--- src/rtl/core/glbw_pkg.sv ---
// Shared constants and types for the grid line block walker.
package glbw_pkg;

  localparam int CELL_SHIFT = 23;
  localparam int FRAC_BITS  = 16;
  localparam int MAX_CELLS  = 64;

  localparam int WORD_W     = 32;
  localparam int SUB_SHIFT  = CELL_SHIFT - FRAC_BITS;
  localparam int PART_W     = FRAC_BITS + 1;
  localparam int CI_W       = WORD_W - CELL_SHIFT;
  localparam int CNT_W      = (MAX_CELLS > 1) ? $clog2(MAX_CELLS) : 1;
  localparam int COL_W      = CI_W + CNT_W + 1;
  localparam int CELL_OUT_W = 9;
  localparam int SAT_SHIFT  = 30 - FRAC_BITS;
  localparam int DIV_CNT_W  = $clog2(WORD_W);

  localparam int IN_TDATA_W  = 4 * WORD_W;
  localparam int OUT_TDATA_W = 24;
  localparam int CFG_IDX_W   = 1;

  localparam logic [CFG_IDX_W-1:0] REG_ORIGIN_X = 1'b0;
  localparam logic [CFG_IDX_W-1:0] REG_ORIGIN_Y = 1'b1;

  localparam logic [WORD_W-1:0] ONE_FIX    = WORD_W'(1) << FRAC_BITS;
  localparam logic [WORD_W-1:0] FLAT_SLOPE = WORD_W'(256) << FRAC_BITS;
  localparam logic [WORD_W-1:0] SAT_POS    = {1'b0, {(WORD_W-1){1'b1}}};
  localparam logic [WORD_W-1:0] SAT_NEG    = {1'b1, {(WORD_W-1){1'b0}}};

  typedef struct packed {
    logic              start;
    logic [WORD_W-1:0] num;
    logic [WORD_W-1:0] den;
  } div_req_t;

  typedef struct packed {
    logic              done;
    logic [WORD_W-1:0] quot;
  } div_rsp_t;

  function automatic logic [WORD_W-1:0] mag32(input logic [WORD_W-1:0] v);
    mag32 = v[WORD_W-1] ? (WORD_W'(0) - v) : v;
  endfunction

endpackage

--- src/rtl/core/glbw_div.sv ---
// Bit-serial saturating 16.16 fixed-point divider.
module glbw_div (
  input  logic                clk,
  input  logic                rst,
  input  glbw_pkg::div_req_t  req,
  output glbw_pkg::div_rsp_t  rsp
);
  import glbw_pkg::*;

  typedef enum logic [2:0] {
    DV_IDLE = 3'b001,
    DV_RUN  = 3'b010,
    DV_FIN  = 3'b100
  } div_state_t;

  div_state_t           state;
  logic [WORD_W-1:0]    rem;
  logic [WORD_W-1:0]    shf;
  logic [WORD_W-1:0]    den;
  logic [WORD_W-1:0]    quo;
  logic                 neg;
  logic [DIV_CNT_W-1:0] cnt;

  logic [WORD_W-1:0] mag_a;
  logic [WORD_W-1:0] mag_b;
  logic              sat;
  logic [WORD_W:0]   trial;
  logic              take;

  always_comb begin
    mag_a = mag32(req.num);
    mag_b = mag32(req.den);
    sat   = (mag_a >> SAT_SHIFT) >= mag_b;
    trial = {rem, shf[WORD_W-1]};
    take  = trial >= {1'b0, den};
  end

  always_ff @(posedge clk) begin
    if (rst) begin
      state <= DV_IDLE;
      cnt   <= '0;
    end else begin
      case (state)
        DV_IDLE: begin
          if (req.start) begin
            if (sat) begin
              quo   <= (req.num[WORD_W-1] ^ req.den[WORD_W-1]) ? SAT_NEG : SAT_POS;
              neg   <= 1'b0;
              state <= DV_FIN;
            end else begin
              rem   <= WORD_W'(mag_a >> FRAC_BITS);
              shf   <= mag_a << FRAC_BITS;
              den   <= mag_b;
              quo   <= '0;
              neg   <= req.num[WORD_W-1] ^ req.den[WORD_W-1];
              cnt   <= '0;
              state <= DV_RUN;
            end
          end
        end
        DV_RUN: begin
          rem <= take ? WORD_W'(trial - {1'b0, den}) : trial[WORD_W-1:0];
          shf <= shf << 1;
          quo <= {quo[WORD_W-2:0], take};
          cnt <= cnt + 1'b1;
          if (cnt == DIV_CNT_W'(WORD_W - 1)) begin
            state <= DV_FIN;
          end
        end
        DV_FIN: begin
          state <= DV_IDLE;
        end
        default: begin
          state <= DV_IDLE;
        end
      endcase
    end
  end

  always_comb begin
    rsp.done = (state == DV_FIN);
    rsp.quot = neg ? (WORD_W'(0) - quo) : quo;
  end

endmodule

--- src/rtl/core/grid_line_block_walker.sv ---
// Top level of the grid line block walker: sequencer, setup datapath and cell stepper.
// One segment transaction on the slave side yields between 1 and 64 cell transactions on the
// master side, the last one carrying tlast. The block takes a segment only when it is idle.
// Most of the setup after a segment is taken is the shared bit-serial divider, which runs
// once per axis that changes column or row and holds the sequencer until it is done
// (the division is skipped when the slope saturates); a shared multiplier and adder then
// place the first intercepts. The walk then gives one cell per cycle while the master side
// takes them.
// The next segment is taken in the cycle after the last cell is loaded into the output register.
module grid_line_block_walker (
  input  logic                                 clk,
  input  logic                                 rst,
  input  logic                                 cfg_we,
  input  logic [glbw_pkg::CFG_IDX_W-1:0]       cfg_index,
  input  logic [glbw_pkg::WORD_W-1:0]          cfg_data,
  input  logic                                 s_tvalid,
  output logic                                 s_tready,
  // start_x [31:0], start_y [63:32], end_x [95:64], end_y [127:96]
  input  logic [glbw_pkg::IN_TDATA_W-1:0]      s_tdata,
  output logic                                 m_tvalid,
  input  logic                                 m_tready,
  // cell_x [8:0], cell_y [17:9], zero fill [23:18]
  output logic [glbw_pkg::OUT_TDATA_W-1:0]     m_tdata,
  output logic                                 m_tlast,
  // reached_end [0]
  output logic                                 m_tuser
);
  import glbw_pkg::*;

  typedef enum logic [9:0] {
    ST_IDLE  = 10'b0000000001,
    ST_ADJ   = 10'b0000000010,
    ST_SETUP = 10'b0000000100,
    ST_WAITY = 10'b0000001000,
    ST_MULY  = 10'b0000010000,
    ST_ADDY  = 10'b0000100000,
    ST_WAITX = 10'b0001000000,
    ST_MULX  = 10'b0010000000,
    ST_ADDX  = 10'b0100000000,
    ST_WALK  = 10'b1000000000
  } state_t;

  state_t            state;
  logic [WORD_W-1:0] origin_x;
  logic [WORD_W-1:0] origin_y;
  logic [WORD_W-1:0] x1;
  logic [WORD_W-1:0] y1;
  logic [WORD_W-1:0] x2;
  logic [WORD_W-1:0] y2;
  logic [CI_W-1:0]   cx2;
  logic [CI_W-1:0]   cy2;
  logic              xup;
  logic              xdn;
  logic              yup;
  logic              ydn;
  logic [PART_W-1:0] part_x;
  logic [PART_W-1:0] part_y;
  logic [WORD_W-1:0] xslope;
  logic [WORD_W-1:0] yslope;
  logic [WORD_W-1:0] xcross;
  logic [WORD_W-1:0] ycross;
  logic [WORD_W-1:0] prod;
  logic [COL_W-1:0]  col;
  logic [COL_W-1:0]  row;
  logic [CNT_W-1:0]  cnt;

  div_req_t div_req;
  div_rsp_t div_rsp;

  logic [CI_W-1:0]            cx1_c;
  logic [CI_W-1:0]            cy1_c;
  logic [CI_W-1:0]            cx2_c;
  logic [CI_W-1:0]            cy2_c;
  logic [WORD_W-1:0]          xs1;
  logic [WORD_W-1:0]          ys1;
  logic [PART_W-1:0]          part_x_c;
  logic [PART_W-1:0]          part_y_c;
  logic                       xup_c;
  logic                       xdn_c;
  logic                       yup_c;
  logic                       ydn_c;
  logic [PART_W-1:0]          mul_a;
  logic [WORD_W-1:0]          mul_b;
  logic [PART_W+WORD_W-1:0]   mul_p;
  logic [WORD_W-1:0]          row_w;
  logic [WORD_W-1:0]          col_w;
  logic [WORD_W-1:0]          ycell;
  logic [WORD_W-1:0]          xcell;
  logic                       hit;
  logic                       at_limit;
  logic                       emit;
  logic                       emit_last;

  glbw_div u_div (
    .clk (clk),
    .rst (rst),
    .req (div_req),
    .rsp (div_rsp)
  );

  always_comb begin
    cx1_c = x1[WORD_W-1:CELL_SHIFT];
    cy1_c = y1[WORD_W-1:CELL_SHIFT];
    cx2_c = x2[WORD_W-1:CELL_SHIFT];
    cy2_c = y2[WORD_W-1:CELL_SHIFT];
    xs1   = WORD_W'($signed(x1) >>> SUB_SHIFT);
    ys1   = WORD_W'($signed(y1) >>> SUB_SHIFT);
    xup_c = $signed(cx2_c) > $signed(cx1_c);
    xdn_c = $signed(cx2_c) < $signed(cx1_c);
    yup_c = $signed(cy2_c) > $signed(cy1_c);
    ydn_c = $signed(cy2_c) < $signed(cy1_c);

    if (xup_c) begin
      part_x_c = PART_W'(ONE_FIX) - {1'b0, xs1[FRAC_BITS-1:0]};
    end else if (xdn_c) begin
      part_x_c = {1'b0, xs1[FRAC_BITS-1:0]};
    end else begin
      part_x_c = PART_W'(ONE_FIX);
    end
    if (yup_c) begin
      part_y_c = PART_W'(ONE_FIX) - {1'b0, ys1[FRAC_BITS-1:0]};
    end else if (ydn_c) begin
      part_y_c = {1'b0, ys1[FRAC_BITS-1:0]};
    end else begin
      part_y_c = PART_W'(ONE_FIX);
    end

    div_req.start = 1'b0;
    div_req.num   = y2 - y1;
    div_req.den   = mag32(x2 - x1);
    if (state == ST_SETUP) begin
      div_req.start = xup_c | xdn_c;
    end else if (state == ST_ADDY) begin
      div_req.start = yup | ydn;
      div_req.num   = x2 - x1;
      div_req.den   = mag32(y2 - y1);
    end

    if (state == ST_MULX) begin
      mul_a = part_y;
      mul_b = xslope;
    end else begin
      mul_a = part_x;
      mul_b = yslope;
    end
    mul_p = (PART_W+WORD_W)'($signed({1'b0, mul_a}) * $signed(mul_b));

    row_w     = {{(WORD_W-COL_W){row[COL_W-1]}}, row};
    col_w     = {{(WORD_W-COL_W){col[COL_W-1]}}, col};
    ycell     = {{FRAC_BITS{ycross[WORD_W-1]}}, ycross[WORD_W-1:FRAC_BITS]};
    xcell     = {{FRAC_BITS{xcross[WORD_W-1]}}, xcross[WORD_W-1:FRAC_BITS]};
    hit       = (col == {{(COL_W-CI_W){cx2[CI_W-1]}}, cx2})
              && (row == {{(COL_W-CI_W){cy2[CI_W-1]}}, cy2});
    at_limit  = (cnt == CNT_W'(MAX_CELLS - 1));
    emit      = (state == ST_WALK) && (!m_tvalid || m_tready);
    emit_last = hit || at_limit;
  end

  assign s_tready = (state == ST_IDLE);

  always_ff @(posedge clk) begin
    if (rst) begin
      origin_x <= '0;
      origin_y <= '0;
    end else if (cfg_we) begin
      case (cfg_index)
        REG_ORIGIN_X: origin_x <= cfg_data;
        REG_ORIGIN_Y: origin_y <= cfg_data;
        default: begin
        end
      endcase
    end
  end

  always_ff @(posedge clk) begin
    if (rst) begin
      state    <= ST_IDLE;
      m_tvalid <= 1'b0;
      cnt      <= '0;
    end else begin
      if (m_tvalid && m_tready && !emit) begin
        m_tvalid <= 1'b0;
      end
      case (state)
        ST_IDLE: begin
          if (s_tvalid) begin
            x1    <= s_tdata[WORD_W-1:0] - origin_x;
            y1    <= s_tdata[2*WORD_W-1:WORD_W] - origin_y;
            x2    <= s_tdata[3*WORD_W-1:2*WORD_W] - origin_x;
            y2    <= s_tdata[4*WORD_W-1:3*WORD_W] - origin_y;
            state <= ST_ADJ;
          end
        end
        ST_ADJ: begin
          if (x1[CELL_SHIFT-1:0] == '0) begin
            x1 <= x1 + ONE_FIX;
          end
          if (y1[CELL_SHIFT-1:0] == '0) begin
            y1 <= y1 + ONE_FIX;
          end
          state <= ST_SETUP;
        end
        ST_SETUP: begin
          cx2    <= cx2_c;
          cy2    <= cy2_c;
          col    <= {{(COL_W-CI_W){cx1_c[CI_W-1]}}, cx1_c};
          row    <= {{(COL_W-CI_W){cy1_c[CI_W-1]}}, cy1_c};
          xup    <= xup_c;
          xdn    <= xdn_c;
          yup    <= yup_c;
          ydn    <= ydn_c;
          part_x <= part_x_c;
          part_y <= part_y_c;
          cnt    <= '0;
          state  <= ST_WAITY;
        end
        ST_WAITY: begin
          if (!(xup || xdn)) begin
            yslope <= FLAT_SLOPE;
            state  <= ST_MULY;
          end else if (div_rsp.done) begin
            yslope <= div_rsp.quot;
            state  <= ST_MULY;
          end
        end
        ST_MULY: begin
          prod  <= mul_p[FRAC_BITS+WORD_W-1:FRAC_BITS];
          state <= ST_ADDY;
        end
        ST_ADDY: begin
          ycross <= ys1 + prod;
          state  <= ST_WAITX;
        end
        ST_WAITX: begin
          if (!(yup || ydn)) begin
            xslope <= FLAT_SLOPE;
            state  <= ST_MULX;
          end else if (div_rsp.done) begin
            xslope <= div_rsp.quot;
            state  <= ST_MULX;
          end
        end
        ST_MULX: begin
          prod  <= mul_p[FRAC_BITS+WORD_W-1:FRAC_BITS];
          state <= ST_ADDX;
        end
        ST_ADDX: begin
          xcross <= xs1 + prod;
          state  <= ST_WALK;
        end
        ST_WALK: begin
          if (emit) begin
            m_tvalid <= 1'b1;
            m_tdata  <= {(OUT_TDATA_W-2*CELL_OUT_W)'(0),
                         row[CELL_OUT_W-1:0], col[CELL_OUT_W-1:0]};
            m_tlast  <= emit_last;
            m_tuser  <= hit;
            cnt      <= cnt + 1'b1;
            if (emit_last) begin
              state <= ST_IDLE;
            end else if (ycell == row_w) begin
              ycross <= ycross + yslope;
              if (xup) begin
                col <= col + 1'b1;
              end else if (xdn) begin
                col <= col - 1'b1;
              end
            end else if (xcell == col_w) begin
              xcross <= xcross + xslope;
              if (yup) begin
                row <= row + 1'b1;
              end else if (ydn) begin
                row <= row - 1'b1;
              end
            end
          end
        end
        default: begin
          state <= ST_IDLE;
        end
      endcase
    end
  end

endmodule

--- config.mk ---
export PLATFORM = sky130hd
export DESIGN_NAME = grid_line_block_walker
export DESIGN_NICKNAME = d
export VERILOG_FILES = /design/src/rtl/core/glbw_pkg.sv /design/src/rtl/core/glbw_div.sv /design/src/rtl/core/grid_line_block_walker.sv
export SDC_FILE = /design/constraint.sdc
export NUM_CORES = 2
export LEC_CHECK = 0
export BUFFER_PORTS_ARGS = -buffer_cell sky130_fd_sc_hd__buf_2
export CELL_PAD_IN_SITES_DETAIL_PLACEMENT = 1
export CELL_PAD_IN_SITES_GLOBAL_PLACEMENT = 2
export CORE_ASPECT_RATIO = 0.7
export CORE_UTILIZATION = 37
export CTS_CLUSTER_DIAMETER = 200
export CTS_CLUSTER_SIZE = 24
export DETAILED_ROUTE_END_ITERATION = 8
export PLACE_DENSITY_LB_ADDON = 0.1
export SLEW_MARGIN = 10
export SYNTH_ARGS = -nofsm -noshare
export SYNTH_HDL_FRONTEND = slang
export SYNTH_SLANG_ARGS = --single-unit
--- constraint.sdc ---
create_clock -name clk -period 8.5 [get_ports clk]
set_input_delay 0.85 -clock clk [delete_from_list [all_inputs] [get_ports clk]]
set_output_delay 0.85 -clock clk [all_outputs]
set_load 0.005 [all_outputs]
==> impl_metrics.py <==
metrics = {
    "route": {
        "drtIter0Drc": 4014,
        "vias_per_cell": 5.485,
        "wl_met1_mm": 132.7,
        "routed_wl_mm": 250.7,
        "drc": 0,
        "met3WireLength_mm": 14.48,
        "routed.top_layer": "met4",
        "met2RoutedLength_mm": 101.2,
        "via_count": 55141,
        "ant_nets": 0,
        "routedWlPerCell_um": 24.94,
        "first_pass_iters": 5,
    },
    "die": {
        "io_pins": 194,
        "core-area_um2": 171600,
        "rows": 127,
        "die_y_um": 350.3,
        "die_w_um": 499.6,
        "start_util": 0.3736,
        "dieArea_um2": 175000,
    },
    "yosys": {
        "synth.area.top_cells": "edfxtp_1 24%, fa_1 16%, ha_1 10%, inv_1 5.7%, nand2_1 5.6%",
        "synthArstFlopShare": 0,
        "synth_top_area_cell": "edfxtp_1",
        "synth_edf_count": 509,
        "syn_inst": 7275,
        "synth_area_um2": 64120,
        "yosys_warnings": 0,
        "ys_types": 95,
        "ys_ff_latch": 598,
        "avgSynthCellArea_um2": 8.814,
        "ys_seq_area_frac": 0.2662,
        "synth_ff_type": "edfxtp_1",
        "yosysTopAreaCellShare": 0.2384,
    },
    "clock_tree": {
        "cts.clk_slew.worst_paths_ns": 0.13,
        "cts_tree": "built",
        "clock_latency_ns": 0.71,
        "root_buffer": "clkbuf_16",
        "clock_sinks": 598,
        "cts_buffer_depth": 3,
        "ctsHtreeMaxLevel": 1,
        "cts_buffers": 28,
    },
    "placed_design": {
        "hpwl_mm": 211.1,
        "gp_congestion": 0.9624,
        "dp_worst_setup_slack_ns": -1.244,
        "portBuffers": 187,
    },
    "layout": {
        "fill_cells": 20089,
        "final_common_cell": "inv_1",
        "diodes": 0,
        "fin_nets": 8976,
        "layout-drive-gt1-share": 0.1233,
        "multi_input_area_um2": 43220,
        "area_delta_synth_final_pct": 13.61,
        "mostFrequentLayoutCells": "978 x inv_1, 953 x nand2_1, 595 x nor2_1",
        "seq_area_um2": 17070,
    },
    "sta": {
        "period_share": 1.069,
        "timing.final.ws_setup_ns": -0.5831,
        "worst_pin_slew_ns": 1.356,
        "period_needed_ns": 9.083,
        "max_freq_mhz": 110.1,
        "rsz0062_at_grt": "yes",
        "setup-violations-final": 9,
        "hold_viol_final": 0,
        "tns_ns": -3.031,
        "max_slew_margin": 0.08649,
        "final_max_slew_viol_count": 0,
        "skew_ns": 0.04249,
    },
    "power_and_ir_drop": {
        "leakage_nw": 32.24,
        "power.density_nw_per_um2": 135.9,
        "ir_worst_vdd_uv": 184.0,
    },
    "critical_path": {
        "slowest_stage": "fa_1",
        "ff2ff_path_depth": 35,
        "path_max_fanout": 19,
        "cp.required_ns": 8.94,
        "path_class": "register to register",
        "cp.arrival_ns": 9.52,
        "cpMostUsedCell": "fa_1",
        "start_kind": "register",
        "crit_path_max_incr_delay_ns": 0.56,
        "cp-end-kind": "register",
    },
    "grt": {
        "grt_usage": 0.2853,
        "grt_pass1_vias": 56356,
        "grt_max_degree": 75,
        "antenna_found_initial": 7,
        "grt_pass1_wl_mm": 374.9,
        "gr-total-overflow": 0,
    },
    "hold_path": {
        "min_path_type": "primary input to register",
        "holdPathStages": 3,
    },
    "run_status": {
        "violations": "setup timing",
        "outcome": "finished with violations",
    },
    "job": {
        "cap_violations": 0,
    },
}
[what timing repair did]
action                                  in CTS  in global routing
gates resized for setup                     89                 73
endpoints found under the setup margin      22                102
gates cloned                                 3                  0
hold buffers                                 0                  0
buffers inserted                            16                 16
pin swaps                                   28                 29
[stage by stage]
step           instances    util  hold WS, ns  power (mW)  area (um2)
2_1_floorplan       7280       -       0.4307       6.188       64350
3_3_place_gp        9968  0.4138       0.4431       7.966       71010
3_5_place_dp        9968  0.4138       0.4490       8.035       71010
4_1_cts            10039  0.4218       0.3433       9.826       72390
5_1_grt            10053  0.4245       0.3691       10.40       72850
6_report           10053  0.4245       0.3912       9.897       72850
[layout make-up]
| type | count | area share |
|---|---|---|
| inverters | 982 | 0.05060 |
| clock inverters | 1 | 0.00005153 |
| multi-input cells | 5475 | 0.5933 |
| well taps | 2257 | 0.03876 |
| repair buffers | 689 | 0.07188 |
| flip-flops and latches | 598 | 0.2343 |
| clock buffers | 51 | 0.01110 |
[worst max-delay path: cells and delay by family (launching register included)]
family                     cells  cell delay [ns]
adders and majority gates      7             3.37
and+or+nand+nor                8             1.91
muxes                          1             0.27
AOI/OAI and AO/OA              7             1.39
xor gates and xnor gates       1             0.07
buffers and inverters         11             1.41
DFF                            1             0.34
[cell usage after synthesis, types with 120 or more instances]
master / number
a21oi_1: 409
clkbuf_1: 196
edfxtp_1: 509
fa_1: 520
ha_1: 516
inv_1: 982
nand2_1: 956
nand3_1: 120
nor2_1: 615
nor3_1: 146
o21ai_0: 384
xnor2_1: 308
xor2_1: 216
[where the power goes]
group	switching (mW)	internal [mW]
logic	2.92	1.72
registers	0.0963	3.43
clock network	1.08	0.650
[cells by family after synthesis]
family	share of synthesized area
AND/OR/NAND/NOR	0.1677
AO/OA/AOI/OAI	0.1374
buffers and inverters	0.07156
adder cells (fa/ha/maj)	0.2630
flip-flops	0.2662
XOR/XNOR	0.07157
multiplexers	0.02254
other	0.00005848
[routing by layer]
| layer | global-route usage | up-vias |
|---|---|---|
| met2 | 0.4108 | 1215 |
| met5 | 0 | - |
| met4 | 0.02256 | 0 |
| met3 | 0.03809 | 114 |
| li1 | - | 25550 |
| met1 | 0.4606 | 28262 |
[path summary, 6_finish.rpt]
| check | start | to | slack (ns) |
|---|---|---|---|
| hold / removal | cfg_data[22] | origin_x[22] | 0.39 |
| setup / recovery | state[2] | prod[28] | -0.58 |
| hold reg to reg | origin_y[4] | origin_y[4] | 0.46 |
| setup reg to reg | state[2] | prod[28] | -0.58 |
Power figures use the tool's default switching activity.
